--- config.mk ---
export PLATFORM = sky130hd
export DESIGN_NAME = buffer_pool_fit_and_age_evict
export DESIGN_NICKNAME = d
export VERILOG_FILES = /design/src/rtl/bpf_pkg.sv /design/src/rtl/bpf_ram.sv /design/src/rtl/buffer_pool_fit_and_age_evict.sv
export VERILOG_INCLUDE_DIRS = /design/src /design/src/rtl
export SDC_FILE = /design/constraint.sdc
export NUM_CORES = 1
export LEC_CHECK = 0
export BUFFER_PORTS_ARGS = -buffer_cell sky130_fd_sc_hd__buf_4
export CORE_AREA = 4 4 258 260
export DETAILED_ROUTE_END_ITERATION = 10
export DIE_AREA = 0 0 262 264
export PLACE_DENSITY = 0.67
export SYNTH_ARGS = -nofsm -noshare
export SYNTH_HDL_FRONTEND = slang
export SYNTH_HIERARCHICAL = 1
export SYNTH_SLANG_ARGS = --single-unit
--- constraint.sdc ---
create_clock -name clk -period 6.8 [get_ports clk]
set_clock_uncertainty 0.05 [all_clocks]
set_input_delay 0 -clock clk [delete_from_list [all_inputs] [get_ports clk]]
set_output_delay 0 -clock clk [all_outputs]
set_load 0.01 [all_outputs]
--- src/rtl/assert_macros.svh ---
// Assertion macros used by the buffer pool RTL.
`ifndef ASSERT_MACROS_SVH
`define ASSERT_MACROS_SVH
`ifndef SYNTH
// A property that must hold at every clock edge outside reset.
`define BPF_ASSERT(lbl, clk, rst_n, prop) \
	lbl: assert property (@(posedge clk) disable iff (!rst_n) prop) \
	else $error("assertion failed");
// A condition that must never be true outside reset.
`define BPF_NEVER(lbl, clk, rst_n, cond) \
	lbl: assert property (@(posedge clk) disable iff (!rst_n) !(cond)) \
	else $error("forbidden condition seen");
`else
`define BPF_ASSERT(lbl, clk, rst_n, prop)
`define BPF_NEVER(lbl, clk, rst_n, cond)
`endif
`endif

--- src/rtl/bpf_pkg.sv ---
// Types and constants of the buffer pool.
package bpf_pkg;

	localparam int ID_W   = 10;
	localparam int DIM_W  = 16;
	localparam int FMT_W  = 8;
	localparam int MAXE_W = 4;
	localparam int OP_W   = 2;

	localparam int IN_TDATA_W  = 56;
	localparam int IN_TUSER_W  = 2;
	localparam int OUT_TDATA_W = 56;
	localparam int OUT_TUSER_W = 2;

	localparam logic [MAXE_W-1:0] MAXE_RESET = 4'd4;

	typedef enum logic [OP_W-1:0] {
		OP_ACQUIRE = 2'd0,
		OP_RELEASE = 2'd1,
		OP_CLEAR   = 2'd2,
		OP_NONE    = 2'd3
	} op_t;

	typedef enum logic [2:0] {
		ST_IDLE,
		ST_SCAN,
		ST_REL_CHK,
		ST_SHIFT,
		ST_DONE
	} state_t;

	typedef struct packed {
		logic [FMT_W-1:0] format;
		logic [DIM_W-1:0] height;
		logic [DIM_W-1:0] width;
		logic [ID_W-1:0]  id;
	} entry_t;

endpackage

--- src/rtl/bpf_ram.sv ---
// Generic single-write, single-read RAM with registered read data.
module bpf_ram #(
	parameter int WIDTH = 50,
	parameter int DEPTH = 9
) (
	input  logic                     clk,
	input  logic                     we,
	input  logic [$clog2(DEPTH)-1:0] waddr,
	input  logic [WIDTH-1:0]         wdata,
	input  logic [$clog2(DEPTH)-1:0] raddr,
	output logic [WIDTH-1:0]         rdata
);

	logic [WIDTH-1:0] mem_q [DEPTH];

	always_ff @(posedge clk) begin
		if (we) begin
			mem_q[waddr] <= wdata;
		end
		rdata <= mem_q[raddr];
	end

endmodule

--- src/rtl/buffer_pool_fit_and_age_evict.sv ---
// Top level of the free buffer pool: exact-size else first-fit acquire, oldest-first eviction.
// One word is handled at a time; one pool entry is read per cycle from a single RAM port.
// Acquire: a scan of the pool, then on a hit a shift that closes the gap, then the output.
// Release: the append and a limit check, plus a shift when the oldest entry is evicted;
// clear, none and zero-size release go straight out. A word is taken only in the idle state.
// Reset empties the pool at once (count to zero) and sets max_entries to 4; no clearing pass.
`include "assert_macros.svh"
module buffer_pool_fit_and_age_evict import bpf_pkg::*; #(
	parameter int POOL_DEPTH = 8
) (
	input  logic                   clk,
	input  logic                   arst_n,
	input  logic                   cfg_we,
	input  logic [MAXE_W-1:0]      cfg_wdata,
	input  logic                   s_tvalid,
	output logic                   s_tready,
	// width[15:0], height[31:16], format[39:32], buf_id[49:40], zero fill above
	input  logic [IN_TDATA_W-1:0]  s_tdata,
	// op[1:0]
	input  logic [IN_TUSER_W-1:0]  s_tuser,
	output logic                   m_tvalid,
	input  logic                   m_tready,
	// out_id[9:0], out_width[25:10], out_height[41:26], dropped_id[51:42], zero fill above
	output logic [OUT_TDATA_W-1:0] m_tdata,
	// hit[0], dropped[1]
	output logic [OUT_TUSER_W-1:0] m_tuser
);

	localparam int SLOTS = POOL_DEPTH + 1;
	localparam int AW    = $clog2(SLOTS);
	localparam int CW    = $clog2(SLOTS + 1);
	localparam int LW    = (CW > MAXE_W) ? CW : MAXE_W;

	state_t state_q, state_d;

	logic [CW-1:0]     cnt_q;
	logic [MAXE_W-1:0] max_q;
	logic [CW-1:0]     lim;
	logic [LW-1:0]     max_ext;

	logic [DIM_W-1:0] w_q, h_q;
	logic [FMT_W-1:0] f_q;

	logic [CW-1:0] idx_q;
	logic          rd_vld_s1;
	logic [AW-1:0] rd_idx_s1;
	logic          found_q;
	logic [AW-1:0] pick_q;

	logic             hit_q, drop_q;
	logic [ID_W-1:0]  rid_q, did_q;
	logic [DIM_W-1:0] rw_q, rh_q;

	logic             out_vld_q, out_hit_q, out_drop_q;
	logic [ID_W-1:0]  out_id_q, out_did_q;
	logic [DIM_W-1:0] out_w_q, out_h_q;

	logic             ram_we;
	logic [AW-1:0]    ram_waddr, ram_raddr;
	entry_t           ram_wdata, ram_rdata;

	logic             acc, rel_ok, issue, fit, exact, scan_end, shift_end, evict, out_load;
	op_t              op_in;
	entry_t           in_e;
	logic [AW-1:0]    rm_pos;

	assign op_in       = op_t'(s_tuser[OP_W-1:0]);
	assign in_e.id     = s_tdata[49:40];
	assign in_e.width  = s_tdata[15:0];
	assign in_e.height = s_tdata[31:16];
	assign in_e.format = s_tdata[39:32];

	assign s_tready = (state_q == ST_IDLE);
	assign acc      = s_tvalid && s_tready;
	assign rel_ok   = (in_e.width != '0) && (in_e.height != '0);

	// A stored limit of zero behaves as one; anything past the pool depth is clipped.
	assign max_ext = LW'(max_q);
	always_comb begin
		if (max_q == '0) begin
			lim = CW'(1);
		end else if (max_ext > LW'(POOL_DEPTH)) begin
			lim = CW'(POOL_DEPTH);
		end else begin
			lim = CW'(max_ext);
		end
	end

	// Shared compare unit: one pooled entry against the request per cycle.
	assign fit   = rd_vld_s1 && (ram_rdata.format == f_q) &&
	               (ram_rdata.width >= w_q) && (ram_rdata.height >= h_q);
	assign exact = fit && (ram_rdata.width == w_q) && (ram_rdata.height == h_q);

	assign issue     = (idx_q < cnt_q) && !((state_q == ST_SCAN) && exact);
	assign scan_end  = (idx_q >= cnt_q) && !rd_vld_s1;
	assign shift_end = (idx_q >= cnt_q) && !rd_vld_s1;
	assign evict     = (cnt_q > lim);
	assign out_load  = (state_q == ST_DONE) && (!out_vld_q || m_tready);
	assign rm_pos    = exact ? rd_idx_s1 : pick_q;

	bpf_ram #(
		.WIDTH ($bits(entry_t)),
		.DEPTH (SLOTS)
	) u_ram (
		.clk   (clk),
		.we    (ram_we),
		.waddr (ram_waddr),
		.wdata (ram_wdata),
		.raddr (ram_raddr),
		.rdata (ram_rdata)
	);

	always_ff @(posedge clk or negedge arst_n) begin
		if (!arst_n) begin
			state_q <= ST_IDLE;
		end else begin
			state_q <= state_d;
		end
	end

	always_comb begin
		state_d   = state_q;
		ram_we    = 1'b0;
		ram_waddr = cnt_q[AW-1:0];
		ram_wdata = in_e;
		ram_raddr = '0;
		unique case (state_q)
			ST_IDLE: begin
				if (acc) begin
					unique case (op_in)
						OP_ACQUIRE: state_d = ST_SCAN;
						OP_RELEASE: begin
							if (rel_ok) begin
								ram_we  = (cnt_q < CW'(SLOTS));
								state_d = ST_REL_CHK;
							end else begin
								state_d = ST_DONE;
							end
						end
						OP_CLEAR: state_d = ST_DONE;
						OP_NONE:  state_d = ST_DONE;
						default:  state_d = ST_DONE;
					endcase
				end
			end
			ST_SCAN: begin
				ram_raddr = idx_q[AW-1:0];
				if (exact || (scan_end && found_q)) begin
					state_d = ST_SHIFT;
				end else if (scan_end) begin
					state_d = ST_DONE;
				end
			end
			ST_REL_CHK: begin
				state_d = evict ? ST_SHIFT : ST_DONE;
			end
			ST_SHIFT: begin
				// Move each later entry down by one to close the gap.
				ram_raddr = idx_q[AW-1:0];
				ram_we    = rd_vld_s1;
				ram_waddr = rd_idx_s1 - AW'(1);
				ram_wdata = ram_rdata;
				if (shift_end) begin
					state_d = ST_DONE;
				end
			end
			ST_DONE: begin
				if (out_load) begin
					state_d = ST_IDLE;
				end
			end
			default: state_d = ST_IDLE;
		endcase
	end

	// Control registers.
	always_ff @(posedge clk or negedge arst_n) begin
		if (!arst_n) begin
			cnt_q     <= '0;
			max_q     <= MAXE_RESET;
			rd_vld_s1 <= 1'b0;
			out_vld_q <= 1'b0;
		end else begin
			if (cfg_we) begin
				max_q <= cfg_wdata;
				cnt_q <= '0;
			end else if (acc && op_in == OP_CLEAR) begin
				cnt_q <= '0;
			end else if (acc && op_in == OP_RELEASE && rel_ok && cnt_q < CW'(SLOTS)) begin
				cnt_q <= cnt_q + CW'(1);
			end else if (state_q == ST_SHIFT && shift_end) begin
				cnt_q <= cnt_q - CW'(1);
			end

			if (state_q == ST_SCAN || state_q == ST_SHIFT) begin
				rd_vld_s1 <= issue && !(state_q == ST_SCAN && scan_end && found_q);
			end else begin
				rd_vld_s1 <= 1'b0;
			end

			if (out_load) begin
				out_vld_q <= 1'b1;
			end else if (m_tready) begin
				out_vld_q <= 1'b0;
			end
		end
	end

	// Datapath registers.
	always_ff @(posedge clk) begin
		rd_idx_s1 <= idx_q[AW-1:0];
		unique case (state_q)
			ST_IDLE: begin
				w_q     <= in_e.width;
				h_q     <= in_e.height;
				f_q     <= in_e.format;
				idx_q   <= '0;
				found_q <= 1'b0;
				hit_q   <= 1'b0;
				rid_q   <= '0;
				rw_q    <= '0;
				rh_q    <= '0;
				drop_q  <= 1'b0;
				did_q   <= '0;
			end
			ST_SCAN: begin
				if (fit && (exact || !found_q)) begin
					found_q <= 1'b1;
					pick_q  <= rd_idx_s1;
					hit_q   <= 1'b1;
					rid_q   <= ram_rdata.id;
					rw_q    <= ram_rdata.width;
					rh_q    <= ram_rdata.height;
				end
				if (exact || (scan_end && found_q)) begin
					idx_q <= CW'(rm_pos) + CW'(1);
				end else if (issue) begin
					idx_q <= idx_q + CW'(1);
				end
			end
			ST_REL_CHK: begin
				// The read of the oldest entry was issued when the word was taken.
				if (evict) begin
					drop_q <= 1'b1;
					did_q  <= ram_rdata.id;
				end
				idx_q <= CW'(1);
			end
			ST_SHIFT: begin
				if (issue) begin
					idx_q <= idx_q + CW'(1);
				end
			end
			ST_DONE: begin
			end
			default: begin
			end
		endcase

		if (out_load) begin
			out_hit_q  <= hit_q;
			out_id_q   <= rid_q;
			out_w_q    <= rw_q;
			out_h_q    <= rh_q;
			out_drop_q <= drop_q;
			out_did_q  <= did_q;
		end
	end

	assign m_tvalid = out_vld_q;
	assign m_tdata  = {4'b0, out_did_q, out_h_q, out_w_q, out_id_q};
	assign m_tuser  = {out_drop_q, out_hit_q};

	`BPF_ASSERT(a_count_bound, clk, arst_n, cnt_q <= CW'(SLOTS))
	`BPF_ASSERT(a_idle_within_limit, clk, arst_n, (state_q == ST_IDLE) |-> (cnt_q <= lim))
	`BPF_ASSERT(a_busy_after_accept, clk, arst_n, (s_tvalid && s_tready) |=> !s_tready)
	`BPF_NEVER(a_hit_and_drop, clk, arst_n, m_tvalid && m_tuser[0] && m_tuser[1])

endmodule

## Word level (Yosys, flattened, before mapping)

Memories as Yosys holds them, arrays and structs flattened. A register that Yosys moved wholly into a read port is not among the register bits.
Cells that the tools add are included.

| word-level totals | value |
|---|---|
| register bits after elaboration | 173 |
| RAM bits | 450 |
| input bits | 67 |
| output and inout port bits | 60 |
| logic and storage cells | 138 |
| memories | 1 |

| cells by class | value |
|---|---|
| add/subtract/negate cells | 5 |
| order comparisons | 7 |
| equal/unequal tests | 14 |
| mux-type cells | 42 |
| reduce and logical (&&, ||, !) cells | 46 |

Memory list:

| memory | depth | bits a word | read ports | clocked after memory_dff | write ports | RTL line | text |
|---|---|---|---|---|---|---|---|
| u_ram.mem_q | 9 | 50 | 1 | 1 | 1 | bpf_ram.sv:14 | `logic [WIDTH-1:0] mem_q [DEPTH];` |

Operators with widths:

| kind | count |
|---|---|
| $pmux W16 S2 | 2 |
| $mux W50 | 1 |
| $mux W4 | 11 |
| $pmux W10 S2 | 2 |
| $eq A16 B16 Y1 | 2 |
| $ge A16 B16 Y1 | 2 |
| $mux W16 | 2 |
| $reduce_bool A16 Y1 | 2 |
| $logic_and A1 B1 Y1 | 21 |
| $mux W10 | 2 |
| $mux W3 | 6 |
| $pmux W4 S4 | 1 |
| $pmux W3 S5 | 1 |
| $add A4 B1 Y4 const B | 3 |
| $mux W1 | 10 |
| $pmux W3 S3 | 1 |
| $eq A8 B8 Y1 | 1 |
| $reduce_and A2 Y1 | 4 |
| $reduce_bool A4 Y1 | 2 |
| $sub A4 B1 Y4 const B | 2 |
| $eq A3 B2 Y1 const B | 2 |
| $pmux W1 S2 | 3 |
| $reduce_bool A2 Y1 | 3 |
| $logic_not A1 Y1 | 5 |
| 16 further kinds | 23 |

## Longest topological paths before layout

| logic depth | value |
|---|---|
| depth in word-level cells | 12 |
| gate-level depth with buffers | 12 |

## Cells and area by module

The synthesis kept the hierarchy.

Modules (own cells, without submodules):

| module | instances | cells each | area each (um^2) |
|---|---|---|---|
| bpf_ram | 1 | 974 | 18,642.9 |
| buffer_pool_fit_and_age_evict | 1 | 595 | 8,100.3 |

## Worst setup path before layout

OpenSTA, ideal clock, no wires.

| path | value |
|---|---|
| kind | reg2reg |
| start point | reg state_q[2] |
| end point | mem u_ram.mem_q[8][0], enable pin |
| library setup time | 0.581 ns |
| data arrival time | 6.485 ns |
| path slack | -0.316 ns |
| stages on the path, launching flop included | 10 |
| buffers on the path | 1 |
| clock period less this slack | 7.116 ns |
| cells stage by stage | dfrtp_1 > clkbuf_1 > or3_1 > nor3_1 > nand4_1 > a21oi_1 > inv_1 > nand2_1 > nand2_1 > nor4_1 |

| on the way | value |
|---|---|
| cells in the longest elaborated chain, start to end | 6 |

RTL lines:

| item | RTL line | text |
|---|---|---|
| start, declared | buffer_pool_fit_and_age_evict.sv:34 | `state_t state_q, state_d;` |
| start signal, assigned | buffer_pool_fit_and_age_evict.sv:117 | `state_q <= state_d;` |
| $logic_not A3 Y1 | buffer_pool_fit_and_age_evict.sv:73, buffer_pool_fit_and_age_evict.sv:127 |  |
| $logic_and A1 B1 Y1 | buffer_pool_fit_and_age_evict.sv:74 | `assign acc = s_tvalid && s_tready;` |
| $mux W1 | buffer_pool_fit_and_age_evict.sv:129 | `if (acc) begin` |
| $pmux W1 S2 * | buffer_pool_fit_and_age_evict.sv:127 | `unique case (state_q)` |
| net ram_we | buffer_pool_fit_and_age_evict.sv:58 | `logic ram_we;` |
| $mux W1 * | bpf_ram.sv:17 | `if (we) begin` |
| $mux W1 (not written as such) * | bpf_ram.sv:18 | `mem_q[waddr] <= wdata;` |
| end, declared | bpf_ram.sv:14 |  |

Mark *: on every way through the listed nets, which the timed path passes. The rest lies on a longest branch.

## Worst setup path in the final report

| path | value |
|---|---|
| start point | reg state_q[1] |
| end point | mem u_ram.mem_q[1][4], enable pin |

RTL lines:

| item | RTL line | text |
|---|---|---|
| $eq A3 B2 Y1 | buffer_pool_fit_and_age_evict.sv:127 |  |
| $mux W4 | buffer_pool_fit_and_age_evict.sv:127 |  |
| net ram_waddr[0] | buffer_pool_fit_and_age_evict.sv:59 | `logic [AW-1:0] ram_waddr, ram_raddr;` |

The timed path passes the listed nets, and every way through them passes these cells.

==> out/qor.csv <==
stage;metric;value;unit
worst_setup_path;cp-endpoint;u_ram/mem_q[1][4];
sta;max_freq;226.5;MHz
floorplanning;die_h;264;µm
global_route;antenna_found_initial;1;
final_layout;diodes;0;
sta;tightest_slew;1.308;ns
global_route;grt_max_degree;133;
global_route;met2_usage;27.12;%
run;maxCapViolCount;0;
sta;fin_crit_sh;64.91;%
floorplanning;start_util;41.71;%
worst_setup_path;r2r_cells;6;
final_layout;layout.nets;1891;
drt;wl;58140;µm
synth;netlist_area;26740;µm²
cts;clk_pin_slew;0.06;ns
power;p_leak;10.85;nW
drt;viasPerCell;5.296;
cts;clock_path_buffers;3;
placement;gp_congestion;0.7888;
sta;layout_setup_ws;2.386;ns
sta;drv_slew;0;
sta;setup_viol;0;
final_layout;area_growth;17.36;%
synth;yosysWarnings;6;
global_route;globalRouteTotalUtil;16.56;%
global_route;use_met1;23.06;%
synth;synth.avg_cell_area;17.04;µm²
power;p_seq_share;50.8;%
final_layout;final_cell_mix;edfxtp_1, mux2_2, buf_4;
worst_setup_path;worstPathRequired;7.01;ns
global_route;gr-max-usage-layer;met2;
worst_setup_path;crit_path_end_kind;register;
drt;first_pass_iters;5;
worst_setup_path;startpoint;state_q[1];
cts;cts.sinks;673;
global_route;overflow;0;
synth;ys_ff_latch;673;
worst_hold_path;whs_path_depth;2;
global_route;grtUsageMet3;3.154;%
floorplanning;ios;127;
power;p_per_area;343.8;nW/µm²
worst_setup_path;reg2reg_to;u_ram/mem_q[1][4];
power;p_int;0.007978;W
worst_setup_path;critPathKind;register to register;
power;p_sw;0.002813;W
sta;finalSetupTns;0;ns
synth;yosys.cell_types.count;55;
synth;async_flop_share;1.932;%
power;pwr-share-comb;16.3;%
worst_setup_path;crit_arrival;4.62;ns
drt;num_vias;14240;
drt;drc;0;
floorplanning;die_w;262;µm
final_layout;layout.cells.most_common;edfxtp_1;
global_route;grt_pass1_wl;86690;µm
power;peakVddDrop;0.0001977;V
sta;hold_viol_final;0;
synth;syn_inst;1569;
placement;numPortBuffers;116;
cts;root_buffer;clkbuf_16;
final_layout;stdcell_count;2688;
final_layout;drive_above_1_share;25.20;%
cts;clk_latency;0.60;ns
floorplanning;rows;93;
floorplanning;design.die.area;69170;µm²
cts;cts_inserted_buffers;68;
cts;cts_tree;yes;
drt;initialDrtViolationCount;1111;
drt;routedWlPerCell;21.63;µm
cts;htreeDepth;3;
worst_setup_path;worst_setup_path_start_kind;register;
final_layout;fin_util;48.95;%
synth;synth_edf_count;606;
worst_setup_path;worstPathMaxFanout;29;
placement;dp.cells;2492;
sta;slew_headroom;11.86;%
power;switching_share;26.07;%
synth;ys_seq_area_share;73.31;%
sta;min_period;4.414;ns
sta;rsz0062_at_grt;false;
sta;hold_ws;0.09220;ns
power;pwr-share-clk;32.9;%
placement;post-dp-hpwl;32810;µm
synth;synth_ff_type;edfxtp_1;
worst_setup_path;reg2reg_slack;2.39;ns
worst_setup_path;reg2reg_from;state_q[1];
global_route;grt_pass1_vias;14340;
worst_hold_path;hold_class;input pin to register;
run_status;status;completed;
placement;place_worst_setup_slack;2.382;ns
drt;ant_nets;0;
floorplanning;core;64120;µm²
[state kept, by name (all words and copies together) (netlist names), 3 cells and up]
signal / flops
u_ram/mem_q: 450
u_ram/rdata: 50
h_q: 16
out_h_q: 16
out_w_q: 16
rh_q: 16
rw_q: 16
w_q: 16
did_q: 10
out_did_q: 10
out_id_q: 10
rid_q: 10
f_q: 8
cnt_q: 4
idx_q: 4
max_ext: 4
pick_q: 4
rd_idx_s1: 4
state_q: 3
[what timing repair did]
action                    CTS  global route
resized for setup           0             0
hold endpoints to repair  497             0
hold buffers               71             0
setup buffers               0             0
[logic make-up after synthesis]
family          Yosys count  share of synthesized area [%]
flops                   673                          73.31
mux                     254                          10.21
compound gates          231                          7.107
simple gates            222                          4.220
buf+inv                 124                          2.367
fa+ha+maj                46                          2.180
xor+xnor                 18                         0.5895
other cells               1                        0.01402
[per-stage QoR]
stage                     cell area (µm²)  power [W]
after global placement              28550   0.007242
final                               31390    0.01079
after detailed placement            28550   0.007296
after global routing                31390    0.01129
after CTS                           31390    0.01090
after floorplan                     26760   0.006574
[worst max-delay path, stage by stage (launching register included)]
cell,delay [ns]
dfrtp_1,0.48
nor2b_1,0.31
nand2_2,0.52
o21ai_0,0.95
nand2b_1,0.32
nor2_4,0.97
buf_4,0.46
[worst min-delay path by stage]
stage	slack [ns]	end	startpoint
6_report	0.09	f_q[5]	s_tdata[37]
5_1_grt	0.08	f_q[5]	s_tdata[37]
4_1_cts	0.07	f_q[5]	s_tdata[37]
3_5_place_dp	-0.19	max_ext[1]	arst_n
3_3_place_gp	-0.19	m_tvalid	arst_n
2_1_floorplan	-0.35	cnt_q[0]	arst_n
[layout make-up]
type / count / area (µm²)
clock buffer: 94 / 1892
clock inverter: 31 / 235.2
fill: 5307 / 32730
inverter: 48 / 180.2
multi-input combinational: 775 / 6623
sequential: 673 / 19610
tap: 855 / 1070
timing repair buffer: 212 / 1782
[layer usage]
metal | share of wire, % | vias to the layer above
met4 | 1.9 | 0
li1 | - | 6502
met2 | 48 | 421
met1 | 44 | 7238
met3 | 6.3 | 75
met5 | 0 | -
[power groups by stage]
stage | Sequential (W) | Clock (W) | Combinational [W]
5_1_grt | 0.00554 | 0.00381 | 0.00194
2_1_floorplan | 0.00556 | 0 | 0.00102
3_5_place_dp | 0.00557 | 0 | 0.00172
6_report | 0.00549 | 0.00355 | 0.00176
4_1_cts | 0.00549 | 0.00363 | 0.00177
3_3_place_gp | 0.00556 | 0 | 0.00168
[Yosys cell counts, types with 3 or more instances]
cell      count  area share [%]
a21o_1       16            0.45
a21oi_1      20            0.37
a22o_1       50             1.6
a31oi_1       5            0.12
and2_1       54             1.3
and3_1        3           0.070
buf_4        18            0.51
buf_6         7            0.29
buf_8         4            0.22
clkbuf_1     43            0.60
dfrtp_1      12             1.1
dfxtp_1      54             4.0
edfxtp_1    606              68
ha_1         45             2.1
inv_1        46            0.65
mux2_2      151             6.4
mux2i_1     103             3.9
nand2_1      80             1.1
nand2b_1      7            0.16
nand3_1       6            0.11
nand4_1      16            0.37
nor2_1       20            0.28
nor2b_1       7            0.16
nor3_1       10            0.19
nor4_1       11            0.26
o21a_1        4            0.11
o21ai_0      14            0.26
o21ai_1       5           0.094
o22ai_1      51             1.2
o31ai_1       3           0.084
o31ai_2      50             2.3
or3_1         3           0.070
xnor2_1      14            0.46
xor2_1        4            0.13
(Power assumes the default switching activity.)
